==> config.mk <==
export PLATFORM = sky130hd
export DESIGN_NAME = frc_core
export DESIGN_NICKNAME = d
export VERILOG_FILES = /design/src/rtl/frc_pkg.sv /design/src/rtl/frc_core.sv
export SDC_FILE = /design/constraint.sdc
export NUM_CORES = 1
export LEC_CHECK = 0
export ABC_AREA = 1
export BUFFER_PORTS_ARGS = -buffer_cell sky130_fd_sc_hd__buf_4
export CELL_PAD_IN_SITES_DETAIL_PLACEMENT = 0
export CELL_PAD_IN_SITES_GLOBAL_PLACEMENT = 1
export CORE_MARGIN = 4
export CORE_UTILIZATION = 35
export CTS_CLUSTER_DIAMETER = 30
export CTS_CLUSTER_SIZE = 25
export DETAILED_ROUTE_END_ITERATION = 16
export GPL_TIMING_DRIVEN = 0
export PLACE_DENSITY = 0.65
export SETUP_SLACK_MARGIN = 0.05
export SYNTH_ARGS = -nofsm -noshare
export SYNTH_HDL_FRONTEND = slang
export SYNTH_SLANG_ARGS = --single-unit
==> constraint.sdc <==
create_clock -name clk -period 12.6 [get_ports clk]
set_clock_uncertainty 0.1 [all_clocks]
set_input_delay 0.63 -clock clk [delete_from_list [all_inputs] [get_ports clk]]
set_output_delay 0.63 -clock clk [all_outputs]
set_load 0.01 [all_outputs]
==> src/rtl/frc_pkg.sv <==
// ----------------------------------------------------------------------------
// frc_pkg: shared types, tables and functions for the flash record checker
// Holds the expected record table, the name hash table built at elaboration,
// the CRC-16/MODBUS byte step and the item and result structures.
// ----------------------------------------------------------------------------
`default_nettype none

package frc_pkg;

    localparam int HEADER_BYTES      = 24;
    localparam int BLOCK_BYTES_DEF   = 256;
    localparam int NUM_ENTRIES       = 8;
    localparam int NAME_BYTES        = 8;

    localparam logic [2:0]  META_INDEX   = 3'd7;
    localparam logic [31:0] HASH_MULT    = 32'h0000_0083;
    localparam logic [31:0] MAGIC_RESET  = 32'h4550_3130;
    localparam logic [15:0] CRC_INIT     = 16'hFFFF;
    localparam logic [15:0] CRC_POLY     = 16'hA001;

    // Header byte offsets.
    localparam logic [4:0] POS_STATE_LO = 5'd16;
    localparam logic [4:0] POS_STATE_HI = 5'd17;
    localparam logic [4:0] POS_FLAGS_LO = 5'd18;
    localparam logic [4:0] POS_FLAGS_HI = 5'd19;
    localparam logic [4:0] POS_LEN_LO   = 5'd20;
    localparam logic [4:0] POS_LEN_HI   = 5'd21;
    localparam logic [4:0] POS_CRC_LO   = 5'd22;
    localparam logic [4:0] POS_CRC_HI   = 5'd23;

    localparam logic [7:0] ENTRY_NAMES [NUM_ENTRIES][NAME_BYTES] = '{
        '{"d", "e", "v", "_", "i", "n", "f", "o"},
        '{"b", "l", "e", "_", "m", "u", "l", "t"},
        '{"h", "e", "a", "l", "t", "h", 8'h00, 8'h00},
        '{"h", "s", "y", "n", "c", 8'h00, 8'h00, 8'h00},
        '{"p", "o", "w", "e", "r", 8'h00, 8'h00, 8'h00},
        '{"n", "v", "_", "r", "1", 8'h00, 8'h00, 8'h00},
        '{"r", "_", "s", "i", "z", "e", 8'h00, 8'h00},
        '{"r", "1", "_", "m", "e", "t", "a", 8'h00}
    };

    localparam logic [15:0] ENTRY_LENGTHS [NUM_ENTRIES] = '{
        16'd52, 16'd90, 16'd12, 16'd24, 16'd4, 16'd124, 16'd1, 16'd8
    };

    typedef logic [NUM_ENTRIES-1:0][31:0] hash_table_t;

    // Name hash h = h * 131 + byte over the eight name bytes, one per entry.
    function automatic hash_table_t build_hash_table();
        hash_table_t tab;
        logic [31:0] h;
        for (int k = 0; k < NUM_ENTRIES; k++)
        begin
            h = 32'h0;
            for (int i = 0; i < NAME_BYTES; i++)
            begin
                h = 32'(h * HASH_MULT) + {24'h0, ENTRY_NAMES[k][i]};
            end
            tab[k] = h;
        end
        return tab;
    endfunction

    localparam hash_table_t NAME_HASH = build_hash_table();

    // One byte of CRC-16/MODBUS, reflected, eight shift steps.
    function automatic logic [15:0] crc_byte(input logic [15:0] crc_in, input logic [7:0] b);
        logic [15:0] c;
        c = crc_in ^ {8'h00, b};
        for (int i = 0; i < 8; i++)
        begin
            if (c[0])
                c = (c >> 1) ^ CRC_POLY;
            else
                c = c >> 1;
        end
        return c;
    endfunction

    typedef struct packed {
        logic [2:0] record_index;
        logic [7:0] data_byte;
        logic       first_byte;
        logic       last_byte;
    } item_t;

    typedef struct packed {
        logic        record_ok;
        logic [15:0] record_state;
        logic        keep_flag;
        logic [31:0] generation;
        logic        generation_ok;
    } result_t;

endpackage

`default_nettype wire

==> src/rtl/frc_core.sv <==
// ----------------------------------------------------------------------------
// frc_core: per-record check state and the single-byte update logic
// Compares header bytes, runs the payload CRC, captures the state, keep and
// meta words, and forms the result for a byte that ends a record.
// ----------------------------------------------------------------------------
`default_nettype none

module frc_core
    import frc_pkg::*;
#(
    parameter int BLOCK_BYTES = BLOCK_BYTES_DEF,
    localparam int POS_W      = $clog2(BLOCK_BYTES + 1)
)
(
    input  wire logic        clk,
    input  wire logic        rst_n,
    input  wire logic        step,
    input  wire item_t       item,
    input  wire logic [31:0] magic,
    output result_t          result
);

    logic [POS_W-1:0] pos_reg,      pos_next;
    logic             hmatch_reg,   hmatch_next;
    logic [15:0]      crc_reg,      crc_next;
    logic [15:0]      scrc_reg,     scrc_next;
    logic [15:0]      state_reg,    state_next;
    logic             keep_reg,     keep_next;
    logic [31:0]      gen_reg,      gen_next;
    logic [31:0]      comp_reg,     comp_next;

    logic [POS_W-1:0] pos;
    logic [POS_W-1:0] off;
    logic [4:0]       hpos;
    logic [2:0]       name_sel;
    logic [15:0]      len;
    logic [7:0]       b;
    logic             byte_ok;
    logic             complete;
    logic             ok;
    logic             meta_ok;

    always_comb
    begin
        b   = item.data_byte;
        len = ENTRY_LENGTHS[item.record_index];

        // A first byte starts from the cleared record state.
        if (item.first_byte)
        begin
            pos         = '0;
            hmatch_next = 1'b1;
            crc_next    = CRC_INIT;
            scrc_next   = 16'h0;
            state_next  = 16'h0;
            keep_next   = 1'b0;
            gen_next    = 32'h0;
            comp_next   = 32'h0;
        end
        else
        begin
            pos         = pos_reg;
            hmatch_next = hmatch_reg;
            crc_next    = crc_reg;
            scrc_next   = scrc_reg;
            state_next  = state_reg;
            keep_next   = keep_reg;
            gen_next    = gen_reg;
            comp_next   = comp_reg;
        end

        hpos     = pos[4:0];
        name_sel = hpos[2:0] - 3'd4;
        off      = pos - POS_W'(HEADER_BYTES);
        byte_ok  = 1'b1;

        if (pos < POS_W'(HEADER_BYTES))
        begin
            case (hpos) inside
                [5'd0:5'd3]:   byte_ok = (b == NAME_HASH[item.record_index][8*hpos[1:0] +: 8]);
                [5'd4:5'd11]:  byte_ok = (b == ENTRY_NAMES[item.record_index][name_sel]);
                [5'd12:5'd15]: byte_ok = (b == magic[8*hpos[1:0] +: 8]);
                POS_FLAGS_LO:  byte_ok = (b[7:2] == {3'b000, item.record_index});
                POS_FLAGS_HI:  byte_ok = (b == 8'h00);
                POS_LEN_LO:    byte_ok = (b == len[7:0]);
                POS_LEN_HI:    byte_ok = (b == len[15:8]);
                default:       byte_ok = 1'b1;
            endcase
            if (!byte_ok)
                hmatch_next = 1'b0;

            case (hpos)
                POS_STATE_LO: state_next[7:0]  = b;
                POS_STATE_HI: state_next[15:8] = b;
                POS_FLAGS_LO: keep_next        = b[1];
                POS_CRC_LO:   scrc_next[7:0]   = b;
                POS_CRC_HI:   scrc_next[15:8]  = b;
                default:      ;
            endcase
        end
        else if (pos < POS_W'(BLOCK_BYTES))
        begin
            if (16'(off) < len)
                crc_next = crc_byte(crc_next, b);
            if (off < POS_W'(4))
                gen_next[8*off[1:0] +: 8] = b;
            else if (off < POS_W'(8))
                comp_next[8*off[1:0] +: 8] = b;
        end

        complete = (pos < POS_W'(BLOCK_BYTES)) &&
                   ((17'(pos) + 17'd1) >= (17'(HEADER_BYTES) + 17'(len)));
        ok       = hmatch_next && complete && (crc_next == scrc_next);
        meta_ok  = ok && (item.record_index == META_INDEX);

        result.record_ok     = ok;
        result.record_state  = state_next;
        result.keep_flag     = keep_next;
        result.generation    = meta_ok ? gen_next : 32'h0;
        result.generation_ok = meta_ok && (comp_next == ~gen_next);

        pos_next = (pos < POS_W'(BLOCK_BYTES)) ? pos + POS_W'(1) : POS_W'(BLOCK_BYTES);
    end

    always_ff @(posedge clk or negedge rst_n)
    begin
        if (!rst_n)
        begin
            pos_reg    <= '0;
            hmatch_reg <= 1'b1;
            crc_reg    <= CRC_INIT;
            scrc_reg   <= 16'h0;
            state_reg  <= 16'h0;
            keep_reg   <= 1'b0;
            gen_reg    <= 32'h0;
            comp_reg   <= 32'h0;
        end
        else if (step)
        begin
            if (item.last_byte)
            begin
                // The record is finished; clear for the next one.
                pos_reg    <= '0;
                hmatch_reg <= 1'b1;
                crc_reg    <= CRC_INIT;
                scrc_reg   <= 16'h0;
                state_reg  <= 16'h0;
                keep_reg   <= 1'b0;
                gen_reg    <= 32'h0;
                comp_reg   <= 32'h0;
            end
            else
            begin
                pos_reg    <= pos_next;
                hmatch_reg <= hmatch_next;
                crc_reg    <= crc_next;
                scrc_reg   <= scrc_next;
                state_reg  <= state_next;
                keep_reg   <= keep_next;
                gen_reg    <= gen_next;
                comp_reg   <= comp_next;
            end
        end
    end

endmodule

`default_nettype wire

==> impl_results.md <==
- Status: finished clean
- Clock sink count: about 120
- Total DRC errors in the routed layout: 0
- Proportion of synthesized chip area in sequential cells: 0.273
- Post-route worst hold slack: 84.3 ps
- Unrepaired setup endpoints after global routing: no
- Sw Pwr: 379 uW
- Clock network power share: 0.481
- Last weighted congestion value of the routability-driven placer: around 0.9
- Count of endpoints failing hold in the final timing report: 0
- Total of max-cap violations: 0
- Async set-or-reset flop fraction in the synthesized netlist: 1.00
- Sequential cell fraction of total power: 0.334
- Worst setup timing slack at the placement stage: between 5000 and 6000 ps
- Leakage power total: between 6 and 7 nW
- Via count of the first global-routing pass: 12500
- Global-route congestion overflow total: 0
- Max VDD drop: 97.3 uV
- Worst setup path startpoint: item[1]
- Post-route standard cell area excluding fillers: 13300 um2
- Die area: 35400 um2
- Design internal power: 809 uW
- Maximum buffer depth of the clock tree: 2
- Layout net count: 2080
- Post-route fraction of the period consumed by the critical path: 0.552
- Type of the most critical hold path: in -> async
- Top area cells in the synthesized netlist: sky130_fd_sc_hd__dfrtp_1, sky130_fd_sc_hd__nand2_1, sky130_fd_sc_hd__nand3_1, sky130_fd_sc_hd__inv_1, sky130_fd_sc_hd__nor2_1
- Class of the most critical setup path: in -> out
- Final Total Pwr: 1.19 mW
- Post-cts resize count: 0
- Count of endpoints failing setup in the final report: 0
- Chip height: 188 um
- Cell Area, Placed: 12600 um2
- TritonRoute pass-1 iters: 6
- Input/output buffers: 91
- Net Sw Frac: 0.319
- Detailed placer's ending HPWL: 38.4 mm
- Number of ports placed on the die boundary: 99
- Number of hold buffers added after cts: 0
- Cts bufs inserted: 17
- Proportion of netlist area held by the largest area contributor: 0.234
- Routed wirelength normalized by instance count: 21.0 um
- First-pass GRT wire length: 77.5 mm
- Fin worst setup slack: 5650 ps
- Tightest Pin Transition: roughly 1300 ps
- Placeable core region: 31800 um2
- Post-synthesis instance area: 11400 um2
- Crit path launch type: input port
- Comb power frac: 0.184
- Count of state elements after synthesis: between 100 and 150
- Number of inserted diodes: 0
- Cell Pwr Density: about 90 nW/um2
- Vias per cell: 5.31
- Fmax: 0.144 GHz
- P&R area growth vs syn: 16.9%
- Number of enable flip-flop cells after synthesis: 0
- Deepest level of the CTS H-tree: 4
- Die width: 188 um
- Maximum number of pins on one net before global-route repair: 65
- Antenna-violating nets left: 0
- Warnings, synthesis: 0
- Syn_area_per_cell: between 6 and 7 um2
- Clock tree from TritonCTS: done
- Prevailing post-synth register cell: sky130_fd_sc_hd__dfrtp_1
- Time the final worst path needs with I/O delays and setup: slightly below 7000 ps
- Antenna violations before repair: 0
- Endpoint kind of the worst setup timing path: output port
- Via count: between 10000 and 15000
- Synthesized instance count: 1885
- Fraction of layout cells with a size suffix above 1: 0.115
- Final total negative setup slack: 0 ps
- Syn Nets: roughly 2000
- Cell taking the most area after synthesis: sky130_fd_sc_hd__dfrtp_1
- Number of rows created at floorplan: between 60 and 70
- GRT Resource Usage Total: 0.287
- Insertion delay of the later-clocked pin in the worst-skew pair: around 440 ps
- Data required, critical path: 11870 ps
- Peak fanout along the critical path: 10
- Crit path DAT: 6220 ps
- DRC marker count from the first detailed-route iteration: 1247
- Routed wire length: between 50 and 60 mm
- Max Slew Vio Count: 0
- Slew HR: 0.136
- Clk pin slew, worst setup/hold paths: 60 ps
- Starting Density: 0.357
- Buffer cell driving the clock tree root: sky130_fd_sc_hd__clkbuf_16
- Crit Reg-Reg Startpoint: pos_reg[0]
- Post-CTS setup-driven buffer insertion count: 0
- Count of unique library cells instantiated by Yosys: 47
power by group through the flow:
stage	Clock, mW	Combinational [mW]	Sequential [mW]
final	0.572	0.219	0.397
after floorplan	0	0.122	0.404
after CTS	0.579	0.215	0.397
after detailed placement	0	0.214	0.404
after global routing	0.596	0.239	0.397
after global placement	0	0.214	0.404
cells by family after synthesis:
group           after synthesis  share of synthesized area
flops                       123                      0.273
compound gates              259                      0.130
xor+xnor                     26                     0.0201
fa+ha+maj                    36                     0.0397
simple gates               1087                      0.410
buf+inv                     354                      0.127
final cells by class:
class / instances / area, um2
Inverter: 253 / 950
Clock inverter: 14 / 229
Tap cell: 435 / 544
Timing Repair Buffer: 92 / 714
Fill cell: 3619 / 18500
Sequential cell: 123 / 3100
Buffer: 101 / 490
Multi-Input combinational cell: 1408 / 6820
Clock buffer: 18 / 429
cells in the mapped netlist, types with 10 or more instances:
| master | count |
|---|---|
| sky130_fd_sc_hd__clkbuf_1 | 48 |
| sky130_fd_sc_hd__nor2_2 | 16 |
| sky130_fd_sc_hd__nand4_1 | 12 |
| sky130_fd_sc_hd__buf_2 | 32 |
| sky130_fd_sc_hd__nor2_1 | 191 |
| sky130_fd_sc_hd__nand3b_1 | 10 |
| sky130_fd_sc_hd__o22ai_1 | 54 |
| sky130_fd_sc_hd__inv_1 | 246 |
| sky130_fd_sc_hd__o211ai_1 | 10 |
| sky130_fd_sc_hd__o21ai_0 | 125 |
| sky130_fd_sc_hd__nor3_1 | 23 |
| sky130_fd_sc_hd__xor2_1 | 19 |
| sky130_fd_sc_hd__nand3_1 | 216 |
| sky130_fd_sc_hd__ha_1 | 36 |
| sky130_fd_sc_hd__nand2_1 | 585 |
| sky130_fd_sc_hd__dfrtp_1 | 106 |
| sky130_fd_sc_hd__o21ai_1 | 16 |
| sky130_fd_sc_hd__dfstp_2 | 17 |
| sky130_fd_sc_hd__a21oi_1 | 25 |
metal layers:
metal	routed length [um]	vias up	part of all wire	track usage
li1	-	6267	-	-
met1	23700	6112	0.46	0.408
met2	22000	501	0.43	0.435
met3	3750	98	0.073	0.0540
met4	1710	0	0.033	0.0991
met5	0	-	0	0
per-stage QoR:
stage / cells / utilization
floorplan: 1885 / -
global placement: 2411 / 0.396
detailed placement: 2412 / 0.397
CTS: 2444 / 0.417
global route: 2444 / 0.417
finish: 2444 / 0.417
critical path, stage by stage:
cell and delay [ps]:
sky130_fd_sc_hd__buf_4 120, sky130_fd_sc_hd__inv_2 120, sky130_fd_sc_hd__buf_6 200, sky130_fd_sc_hd__buf_2 300, sky130_fd_sc_hd__buf_1 590, sky130_fd_sc_hd__clkbuf_1 470
sky130_fd_sc_hd__clkbuf_1 560, sky130_fd_sc_hd__nand2_1 160, sky130_fd_sc_hd__ha_1 340, sky130_fd_sc_hd__ha_1 300, sky130_fd_sc_hd__nand2_1 60, sky130_fd_sc_hd__nand2_1 50
sky130_fd_sc_hd__nand2_1 50, sky130_fd_sc_hd__nand2_1 100, sky130_fd_sc_hd__nand2_1 220, sky130_fd_sc_hd__nand2_2 130, sky130_fd_sc_hd__buf_6 170, sky130_fd_sc_hd__o21ai_0 420
sky130_fd_sc_hd__xor2_1 140, sky130_fd_sc_hd__nor2_1 110, sky130_fd_sc_hd__nand2_1 70, sky130_fd_sc_hd__nor2_2 160, sky130_fd_sc_hd__nand3_4 170, sky130_fd_sc_hd__buf_6 200
sky130_fd_sc_hd__nor2_1 190, sky130_fd_sc_hd__buf_4 160
cells in the final DEF, fill, tap and decap left out, drive strengths merged, types with 2 or more instances in the layout:
| master | synthesis | layout |
|---|---|---|
| nand4 | 12 | 12 |
| and2 | 3 | 3 |
| dfstp | 17 | 17 |
| bufinv | 0 | 5 |
| dfrtp | 106 | 106 |
| nor3b | 2 | 2 |
| buf | 53 | 145 |
| nor3 | 25 | 25 |
| nor2 | 214 | 214 |
| a22o | 2 | 2 |
| a21oi | 26 | 26 |
| o2111ai | 8 | 8 |
| or2 | 2 | 2 |
| o22ai | 54 | 54 |
| inv | 250 | 257 |
| clkbuf | 48 | 66 |
| nor4 | 2 | 2 |
| o21a | 9 | 9 |
| ha | 36 | 36 |
| clkinv | 3 | 5 |
| nand3b | 10 | 10 |
| o211ai | 10 | 10 |
| o21ai | 142 | 142 |
| o31ai | 2 | 2 |
| xor2 | 19 | 19 |
| xnor2 | 7 | 7 |
| nand2 | 594 | 594 |
| nand3 | 222 | 222 |
worst paths after layout:
path / end / slack (ps) / depth (start not counted)
min reg2reg: comp_reg[5] / 380 / 2
max reg2reg: hmatch_reg / 8200 / 17
min: pos_reg[1] / 80 / 1
min in group clk: comp_reg[5] / 380 / 2
max: result[7] / 5650 / 26
max in group asynchronous: hmatch_reg / 11500 / 2
No activity file was read; power rests on OpenSTA's default activity.
